### src/design/dd97_pkg.sv
// ============================================================================
// dd97_pkg
// Shared types, constants and helpers for the DD 9/7 forward row lifting block.
// ============================================================================
package dd97_pkg;

   localparam int SAMPLE_IN_W      = 10;
   localparam int SAMPLE_W         = 11;
   localparam int COEF_W           = 13;
   localparam int CSR_W            = 12;
   localparam int MIN_ROW_PAIRS    = 8;
   localparam int ROW_PAIRS_RESET  = 960;
   localparam int SAMPLE_OFFSET    = 512;
   localparam int FIRST_EMIT_INDEX = 2;
   localparam int RESULT_SLOTS     = 3;
   localparam int SLOT_CNT_W       = 2;

   typedef logic signed [SAMPLE_W-1:0] sample_type;
   typedef logic signed [COEF_W-1:0]   coef_type;

   typedef enum logic [1:0] {
      KIND_NONE,
      KIND_FIRST,
      KIND_ONE,
      KIND_FLUSH
   } kind_type;

   typedef struct packed {
      logic     row_end;
      coef_type low_coef;
      coef_type high_coef;
   } result_type;

   typedef struct packed {
      logic                  valid;
      logic [SLOT_CNT_W-1:0] count;
   } rsp_load_type;

   typedef struct packed {
      kind_type   kind;
      sample_type w0;
      sample_type w1;
      sample_type w2;
      sample_type en;
      sample_type od0;
      sample_type od1;
      sample_type on;
   } stage_type;

   // (v - 512) * 2, wraps into 11 bits exactly
   function automatic sample_type conv_sample(input logic [SAMPLE_IN_W-1:0] v);
      logic [SAMPLE_W-1:0] t;
      t = {v, 1'b0} - SAMPLE_W'(SAMPLE_OFFSET * 2);
      return sample_type'(t);
   endfunction

endpackage

### src/design/dd97_lift.sv
// ============================================================================
// dd97_lift
// One lifting lane: predict step for the highpass, update step for the lowpass.
// ============================================================================
module dd97_lift (
   input  dd97_pkg::sample_type a,
   input  dd97_pkg::sample_type b,
   input  dd97_pkg::sample_type c,
   input  dd97_pkg::sample_type d,
   input  dd97_pkg::sample_type odd,
   input  dd97_pkg::coef_type   hp_in,
   input  logic                 hp_own,
   output dd97_pkg::coef_type   high,
   output dd97_pkg::coef_type   low
);

   logic signed [15:0] a_x, b_x, c_x, d_x, pred_sum, pred, high_full;
   logic signed [14:0] upd_sum, l_full;
   dd97_pkg::coef_type hp;

   always_comb begin
      a_x       = 16'(a);
      b_x       = 16'(b);
      c_x       = 16'(c);
      d_x       = 16'(d);
      pred_sum  = (b_x <<< 3) + b_x + (c_x <<< 3) + c_x - a_x - d_x + 16'sd8;
      pred      = pred_sum >>> 4;
      high_full = 16'(odd) - pred;
      high      = dd97_pkg::coef_type'(high_full[dd97_pkg::COEF_W-1:0]);
      hp        = hp_own ? high : hp_in;
      upd_sum   = 15'(hp) + 15'(high) + 15'sd2;
      l_full    = 15'(b) + (upd_sum >>> 2);
      low       = dd97_pkg::coef_type'(l_full[dd97_pkg::COEF_W-1:0]);
   end

endmodule

### src/design/dd97_rsp_buf.sv
// ============================================================================
// dd97_rsp_buf
// Three-slot result buffer: loads one or three results, drains one per transfer.
// ============================================================================
module dd97_rsp_buf (
   input  logic                   clock,
   input  logic                   reset,
   input  dd97_pkg::rsp_load_type ld,
   input  dd97_pkg::result_type   ld_data [dd97_pkg::RESULT_SLOTS],
   output logic                   can_load,
   output logic                   rsp_tvalid,
   input  logic                   rsp_tready,
   output dd97_pkg::result_type   rsp_head
);

   dd97_pkg::result_type q_ff [dd97_pkg::RESULT_SLOTS];
   dd97_pkg::result_type q_in [dd97_pkg::RESULT_SLOTS];
   logic [dd97_pkg::SLOT_CNT_W-1:0] count_ff, count_in;
   logic pop;

   assign rsp_tvalid = (count_ff != '0);
   assign rsp_head   = q_ff[0];
   assign pop        = rsp_tvalid && rsp_tready;
   assign can_load   = (count_ff == '0) || ((count_ff == 2'd1) && pop);

   always_comb begin
      q_in     = q_ff;
      count_in = count_ff;
      if (ld.valid) begin
         q_in     = ld_data;
         count_in = ld.count;
      end else if (pop) begin
         q_in[0]  = q_ff[1];
         q_in[1]  = q_ff[2];
         count_in = count_ff - 2'd1;
      end
   end

   always_ff @(posedge clock) begin
      q_ff <= q_in;
      if (reset) begin
         count_ff <= '0;
      end else begin
         count_ff <= count_in;
      end
   end

endmodule

### src/design/dd97_forward_row_lifting_10bit.sv
// ============================================================================
// dd97_forward_row_lifting_10bit
// Forward DD 9/7 lifting wavelet over one row, streamed as even/odd pairs.
// ============================================================================
// Output path: the pair that completes a coefficient pair is held in the stage
// register, then in the result buffer; a row's last pair loads three at once.
// Throughput: one pair per cycle; the two silent pairs that start the next row
// cover the flush drain, so the input only stalls while the result side stalls.
// Reset: synchronous; clears the row position, sample window and buffers,
// and sets row_pairs to 960.
module dd97_forward_row_lifting_10bit #(
   parameter int MAX_ROW_PAIRS = 2048
) (
   input  logic        clock,
   input  logic        reset,
   input  logic        req_tvalid,
   output logic        req_tready,
   input  logic [23:0] req_tdata,   // even_sample[9:0], odd_sample[19:10], zero pad
   output logic        rsp_tvalid,
   input  logic        rsp_tready,
   output logic [31:0] rsp_tdata,   // low_coef[12:0], high_coef[25:13], zero pad
   output logic        rsp_tlast,   // row_end
   input  logic        csr_wr_en,
   input  logic [11:0] csr_wr_data  // row_pairs
);

   localparam int IW = $clog2(MAX_ROW_PAIRS);
   localparam int NW = $clog2(MAX_ROW_PAIRS + 1);
   localparam int CW = (NW > dd97_pkg::CSR_W) ? NW : dd97_pkg::CSR_W;

   logic [dd97_pkg::CSR_W-1:0] row_pairs_ff;
   logic [IW-1:0]              pair_index_ff, pair_index_in;
   dd97_pkg::sample_type       win_ff [3];
   dd97_pkg::sample_type       odd_ff [2];
   dd97_pkg::coef_type         prev_high_ff, prev_high_in;
   logic                       stg_valid_ff, stg_valid_in;
   dd97_pkg::stage_type        stg_ff, stg_in;

   logic [CW-1:0]        rp, n_lim, k_x;
   logic                 accept, is_last, stg_emits, stg_move, can_load;
   dd97_pkg::sample_type en, on;
   dd97_pkg::kind_type   kind;

   dd97_pkg::coef_type     h0, h1, h2, l0, l1, l2;
   dd97_pkg::rsp_load_type ld;
   dd97_pkg::result_type   ld_data [dd97_pkg::RESULT_SLOTS];
   dd97_pkg::result_type   rsp_head;

   // row position and pair classification
   always_comb begin
      rp = CW'(row_pairs_ff);
      if (rp < CW'(dd97_pkg::MIN_ROW_PAIRS)) begin
         n_lim = CW'(dd97_pkg::MIN_ROW_PAIRS);
      end else if (rp > CW'(MAX_ROW_PAIRS)) begin
         n_lim = CW'(MAX_ROW_PAIRS);
      end else begin
         n_lim = rp;
      end
      k_x     = CW'(pair_index_ff);
      is_last = (k_x >= n_lim - CW'(1));
      if (is_last) begin
         kind          = dd97_pkg::KIND_FLUSH;
         pair_index_in = '0;
      end else begin
         if (pair_index_ff == IW'(dd97_pkg::FIRST_EMIT_INDEX)) begin
            kind = dd97_pkg::KIND_FIRST;
         end else if (pair_index_ff > IW'(dd97_pkg::FIRST_EMIT_INDEX)) begin
            kind = dd97_pkg::KIND_ONE;
         end else begin
            kind = dd97_pkg::KIND_NONE;
         end
         pair_index_in = pair_index_ff + IW'(1);
      end
   end

   assign en = dd97_pkg::conv_sample(req_tdata[9:0]);
   assign on = dd97_pkg::conv_sample(req_tdata[19:10]);

   // handshake and stage control
   assign stg_emits  = (stg_ff.kind != dd97_pkg::KIND_NONE);
   assign stg_move   = stg_valid_ff && (!stg_emits || can_load);
   assign req_tready = !stg_valid_ff || stg_move;
   assign accept     = req_tvalid && req_tready;

   always_comb begin
      stg_in.kind = kind;
      stg_in.w0   = win_ff[0];
      stg_in.w1   = win_ff[1];
      stg_in.w2   = win_ff[2];
      stg_in.en   = en;
      stg_in.od0  = odd_ff[0];
      stg_in.od1  = odd_ff[1];
      stg_in.on   = on;
      if (accept) begin
         stg_valid_in = 1'b1;
      end else if (stg_move) begin
         stg_valid_in = 1'b0;
      end else begin
         stg_valid_in = stg_valid_ff;
      end
   end

   // three lifting lanes; lane 0 alone serves a single result
   dd97_lift u_lane0 (
      .a      ((stg_ff.kind == dd97_pkg::KIND_FIRST) ? stg_ff.w1 : stg_ff.w0),
      .b      (stg_ff.w1),
      .c      (stg_ff.w2),
      .d      (stg_ff.en),
      .odd    (stg_ff.od0),
      .hp_in  (prev_high_ff),
      .hp_own (stg_ff.kind == dd97_pkg::KIND_FIRST),
      .high   (h0),
      .low    (l0)
   );

   dd97_lift u_lane1 (
      .a      (stg_ff.w1),
      .b      (stg_ff.w2),
      .c      (stg_ff.en),
      .d      (stg_ff.en),
      .odd    (stg_ff.od1),
      .hp_in  (h0),
      .hp_own (1'b0),
      .high   (h1),
      .low    (l1)
   );

   dd97_lift u_lane2 (
      .a      (stg_ff.w2),
      .b      (stg_ff.en),
      .c      (stg_ff.en),
      .d      (stg_ff.w2),
      .odd    (stg_ff.on),
      .hp_in  (h1),
      .hp_own (1'b0),
      .high   (h2),
      .low    (l2)
   );

   always_comb begin
      ld.valid   = stg_move && stg_emits;
      ld.count   = (stg_ff.kind == dd97_pkg::KIND_FLUSH) ? 2'd3 : 2'd1;
      ld_data[0] = '{row_end: 1'b0, low_coef: l0, high_coef: h0};
      ld_data[1] = '{row_end: 1'b0, low_coef: l1, high_coef: h1};
      ld_data[2] = '{row_end: 1'b1, low_coef: l2, high_coef: h2};
      prev_high_in = prev_high_ff;
      if (ld.valid) begin
         prev_high_in = (stg_ff.kind == dd97_pkg::KIND_FLUSH) ? h2 : h0;
      end
   end

   dd97_rsp_buf u_rsp_buf (
      .clock      (clock),
      .reset      (reset),
      .ld         (ld),
      .ld_data    (ld_data),
      .can_load   (can_load),
      .rsp_tvalid (rsp_tvalid),
      .rsp_tready (rsp_tready),
      .rsp_head   (rsp_head)
   );

   assign rsp_tdata = {6'd0, rsp_head.high_coef, rsp_head.low_coef};
   assign rsp_tlast = rsp_head.row_end;

   always_ff @(posedge clock) begin
      if (accept) begin
         stg_ff <= stg_in;
      end
      if (reset) begin
         row_pairs_ff  <= dd97_pkg::CSR_W'(dd97_pkg::ROW_PAIRS_RESET);
         pair_index_ff <= '0;
         win_ff        <= '{default: '0};
         odd_ff        <= '{default: '0};
         prev_high_ff  <= '0;
         stg_valid_ff  <= 1'b0;
      end else begin
         if (csr_wr_en) begin
            row_pairs_ff <= csr_wr_data;
         end
         if (accept) begin
            pair_index_ff <= pair_index_in;
            win_ff[0]     <= win_ff[1];
            win_ff[1]     <= win_ff[2];
            win_ff[2]     <= en;
            odd_ff[0]     <= odd_ff[1];
            odd_ff[1]     <= on;
         end
         prev_high_ff <= prev_high_in;
         stg_valid_ff <= stg_valid_in;
      end
   end

`ifndef SYNTHESIS
   a_load_only_when_room: assert property (@(posedge clock) disable iff (reset)
      ld.valid |-> can_load)
      else $error("result buffer loaded while still holding results");

   a_flush_restarts_row: assert property (@(posedge clock) disable iff (reset)
      (accept && is_last) |=> (pair_index_ff == '0))
      else $error("row position not cleared after the last pair");

   a_accept_fills_stage: assert property (@(posedge clock) disable iff (reset)
      accept |=> stg_valid_ff)
      else $error("accepted transfer did not reach the stage register");
`endif

endmodule
### config.mk
export PLATFORM = sky130hd
export DESIGN_NAME = dd97_forward_row_lifting_10bit
export DESIGN_NICKNAME = d
export VERILOG_FILES = /design/src/design/dd97_pkg.sv /design/src/design/dd97_lift.sv /design/src/design/dd97_rsp_buf.sv /design/src/design/dd97_forward_row_lifting_10bit.sv
export SDC_FILE = /design/constraint.sdc
export NUM_CORES = 1
export LEC_CHECK = 0
export ABC_AREA = 1
export BUFFER_PORTS_ARGS = -buffer_cell sky130_fd_sc_hd__buf_2
export CORE_MARGIN = 5
export CORE_UTILIZATION = 50
export CTS_BUF_LIST = sky130_fd_sc_hd__clkbuf_4
export DETAILED_ROUTE_END_ITERATION = 8
export HOLD_SLACK_MARGIN = 0.06
export PLACE_DENSITY = 0.67
export SLEW_MARGIN = 30
export SYNTH_ARGS = -nofsm -noshare
export SYNTH_HDL_FRONTEND = slang
export SYNTH_SLANG_ARGS = --single-unit
### constraint.sdc
create_clock -name clock -period 12.9 [get_ports clock]
set_input_delay 1.935 -clock clock [delete_from_list [all_inputs] [get_ports clock]]
set_output_delay 1.935 -clock clock [all_outputs]
set_load 0.01 [all_outputs]
# == After elaboration in Yosys (flattened, before gate mapping) ==
# Cells that the tools add are included.
# classes
n_eq_ne,4
n_addsub,35
magnitude_cmp,4
muxes,15
reduce_logical,16
# op_table
cell,count
$mux 53,2
$sub 16x11->16,6
$add 15x14->16,3
$add 16x11->16,3
$add 16x5->16 const B,3
$add 14x11->15,3
$add 14x3->15 const B,3
$add 13x13->14,3
$add 11x13->13,3
$sub 11x12->13,3
$mux 13,2
$mux 12,2
$mux 11,2
$sub 11x11->11 const B,2
$ge 11x12->1,1
$gt 12x12->1 const B,1
$lt 12x4->1 const B,1
$sub 12x1->12 const B,1
$add 11x1->11 const B,1
$eq 11x2->1 const B,1
$gt 11x2->1 const B,1
$mux 2,5
$reduce_bool 2->1,4
$logic_and 1x1->1,5
other kinds (8),13
# totals
word_cells,101
register_bits,253
out_inout_bits,35
in_bits,41

# == Logic depth before layout (Yosys ltp) ==
# logic_depth
word_depth,12
mapped_depth,49
ltp_nobuf,48

# == Modules after synthesis ==
# Synthesis repeated with hierarchy kept, for this count alone.
# unflattened
cells_unflattened,2846
area_unflattened_um2,22741.8
# by_module_without_submodules
mod,instances,seq_area_each_um2,cells_per_inst,area_per_inst_um2
dd97_forward_row_lifting_10bit,1,3903.7,656,6303.5
dd97_lift (u_lane2),1,0.0,665,4458.0
dd97_lift (u_lane0),1,0.0,646,4347.9
dd97_lift (u_lane1),1,0.0,570,4154.0
dd97_rsp_buf,1,2472.4,309,3478.3

# == Worst setup path after synthesis ==
# OpenSTA, ideal clock, no wires.
# synth_timing
kind,register to register
startpoint,register stg_ff[78] in the netlist's numbering
endpoint,"register u_rsp_buf.q_ff, in the netlist u_rsp_buf.rsp_head[25], data pin"
required_time_ps,12646
t_arrival_ps,7434
path_stages_with_launch,45
setup_time_ps,254
slack_ps,5212
period_less_slack_ps,7688
path_buffers,1
path_cell_list,edfxtp_1 -> inv_1 -> nand2_1 -> inv_1 -> buf_1 -> nand2_1 -> o21ai_0 -> fa_1 -> fa_1 -> inv_1 -> fa_1 -> inv_1 -> ha_1 -> nand2_1 -> o21ai_0 -> nand2_1 -> a21oi_1 -> nor2_1 -> [9 not listed] -> o21ai_0 -> ha_1 -> ha_1 -> nand2_1 -> nor3_1 -> nand2_1 -> o211ai_1 -> nand3_1 -> o21ai_0 -> xor2_1 -> ha_1 -> a21oi_1 -> a21boi_0 -> nand3_1 -> nand2_1 -> nand4_1 -> nand3_1 -> nand2_1
# synth_rtl
element,line,source
start: declaration,dd97_forward_row_lifting_10bit.sv:37,"dd97_pkg::stage_type stg_ff, stg_in;"
start signal: assignment,dd97_forward_row_lifting_10bit.sv:168,stg_ff <= stg_in;
end signal: assignment,dd97_rsp_buf.sv:40,q_ff <= q_in;
end: declaration,dd97_rsp_buf.sv:16,dd97_pkg::result_type q_ff [dd97_pkg::RESULT_SLOTS];

==> flow_summary.toml <==
[place]
routabilityCongestion = 0.945
portBuffers = 65
dp_hpwl_um = 41700

[clock_network]
cts_tree = "yes"
insertion_delay_ps = 760
post_cts_buffers = 0
ctsResizeCount = 0
clock_sinks = 241
cts.clk_slew.worst_paths_ps = 80
cts_buffers = 70
cts-hold-fix-buffers = 0
cts-root-buf = "clkbuf_4"
htree_num_levels = 3
cts_max_path_buffers = 3

[timing]
fmax_ghz = 0.102
tightest_slew_ps = 883
period_share_pct = 76.1
slew_viol_final = 0
min_period_ps = 9820
hold_violations = 0
finClkSkew_ps = 58.6
finalSetupViolations = 0
maxSlewHeadroom_pct = 41.0
finalSetupTns_ps = 0
rsz0062_at_grt = "false"

[worst_setup_path]
crit_path_end_kind = "register"
critPathKind = "reg -> reg"
cp-start-kind = "register"
crit_path_max_incr_delay_ps = 850
crit_fanout = 24
critPathArrivalTime_ps = 10300
cp_data_required_time_ps = 13380
path_common_cell = "nand2_1"
crit_slowest_cell = "inv_1"

[floorplanning]
core_um2 = 39500
start_util_pct = 50.3
io_pins = 76
die_area_um2 = 43900
chipHeight_um = 210
core.rowCount = 73
die_w_um = 210

[global_routing]
grt_pass1_vias = 15600
grt_max_degree = 89
grt-ovfl-total = 0
grt_pass1_wl_um = 83100
grtUsageTotal_pct = 23.9
antenna_found_initial = 1

[synthesis]
yosys_warnings = 0
synth_area_leader_cell = "edfxtp_1"
synth-async-reset-ratio_pct = 0
synth_area_leaders = "edfxtp_1, ha_1, fa_1"
seq_area_frac_synth_pct = 31.8
synth_top_area_share_pct = 22.6
synth-edff-count = 150
synth_cell_types = 57
netlist_area_um2 = 19900
ys.flop_type = "edfxtp_1"
avgSynthCellArea_um2 = 8.27
ys_seq_elements = 241
synth_cells = 2406

[cells_and_area]
area_growth_pct = 7.90
drive_above_1_share_pct = 9.08
final_common_cell = "nand2_1"
fillers = 3661
final_nets = 2832
mostFrequentLayoutCells = "nand2_1, inv_1, ha_1, nor2_1, o21ai_0"

[worst_hold_path]
hold_path_class = "reg -> reg"

[status]
status = "complete, no violations"

[drt]
vias = 16200
wl_um = 52900
antenna_left = 0
drt-pass1-iter-count = 5
viasPerCell = 5.28
drc = 0
drtIter0Drc = 1251
wl_per_cell_um = 17.3

[run]
drv_cap = 0
cells in the mapped netlist, types with 4 or more instances:
cell type	n
xnor2_1	37
o31ai_1	4
edfxtp_1	150
buf_2	14
or2_2	7
o2111ai_1	4
nand2_1	423
xor2_1	86
nand4_1	25
clkbuf_1	26
o21ai_0	160
nand3_1	156
o21bai_1	16
a31oi_1	13
buf_4	33
ha_1	212
buf_1	5
a21oi_1	146
fa_1	103
nor3_1	24
nand3b_1	8
a21o_1	9
nor2_1	210
o21ai_1	7
dfxtp_1	91
inv_1	375
nand2_2	10
critical path: cells and delay by family, from the launching register on:
kind / cells / cell delay [ps]
xor gates and xnor gates: 2 / 440
DFF: 1 / 430
AOI/OAI and AO/OA: 9 / 1850
adders and majority gates: 8 / 3260
buffers and inverters: 4 / 1030
and+or+nand+nor: 19 / 2520
through the flow:
stage / std cells / hold WS [ps] / setup WS (ps) / cell area, um2 / util (%)
2_1_floorplan: 2411 / 409 / 5210 / 19900 / -
4_1_cts: 3057 / 394 / 3150 / 21500 / 54.3
3_5_place_dp: 2929 / 415 / 3160 / 20500 / 51.9
5_1_grt: 3059 / 422 / 2380 / 21500 / 54.3
6_report: 3059 / 395 / 3080 / 21500 / 54.3
3_3_place_gp: 2928 / 413 / 3230 / 20500 / 51.9
cells by family (layout without fill, tap and decap cells):
kind of cell / after synthesis / count (layout) / share of synthesized area (%)
buf+inv: 459 / 580 / 9.45
compound gates: 383 / 383 / 10.5
xor+xnor: 123 / 123 / 5.41
other cells: 1 / 8 / 0.0188
fa+ha+maj: 315 / 315 / 23.7
simple gates: 884 / 884 / 19.1
flops: 241 / 241 / 31.8
sequential cells by signal, indices dropped and copies added, names as in the netlist, 2 cells and up:
register	cells
odd_ff	20
prev_high_ff	13
u_rsp_buf.rsp_head	27
pair_index_ff	11
stg_in	30
row_pairs_ff	12
u_rsp_buf.count_ff	2
stg_ff	72
u_rsp_buf.q_ff	53
routing by layer:
metal  routed length (um)  vias up  track usage [%]
met5                    0        -                0
met4                 1680        0             7.63
met3                 3040       85             3.54
met2                24600      477             40.1
met1                23600     7547             32.1
li1                     -     8050                -
path summary, 6_finish.rpt:
kind / to / slack (ps) / from / depth (start not counted)
worst max-delay path: u_rsp_buf.rsp_head[25] / 3080 / stg_ff[78] / 42
worst min-delay path: stg_ff[71] / 390 / stg_in[71] / 0
worst max register to register: u_rsp_buf.rsp_head[25] / 3080 / stg_ff[78] / 42
worst min register to register: stg_ff[71] / 390 / stg_in[71] / 0
final cells by class:
| class | instances | area (um2) | share of cell area, % |
|---|---|---|---|
| tap | 525 | 657 | 3.06 |
| timing repair buffer | 74 | 397 | 1.85 |
| multi-input combinational | 1711 | 11700 | 54.6 |
| clock buffer | 102 | 766 | 3.57 |
| antenna | 2 | 5.00 | 0.0233 |
| sequential | 241 | 6330 | 29.5 |
| inverter | 378 | 1420 | 6.62 |
| clock inverter | 26 | 176 | 0.821 |
Power is left out: the tool's default activity adds up to more than one toggle a clock period on the data nets, which glitch-free logic cannot reach.
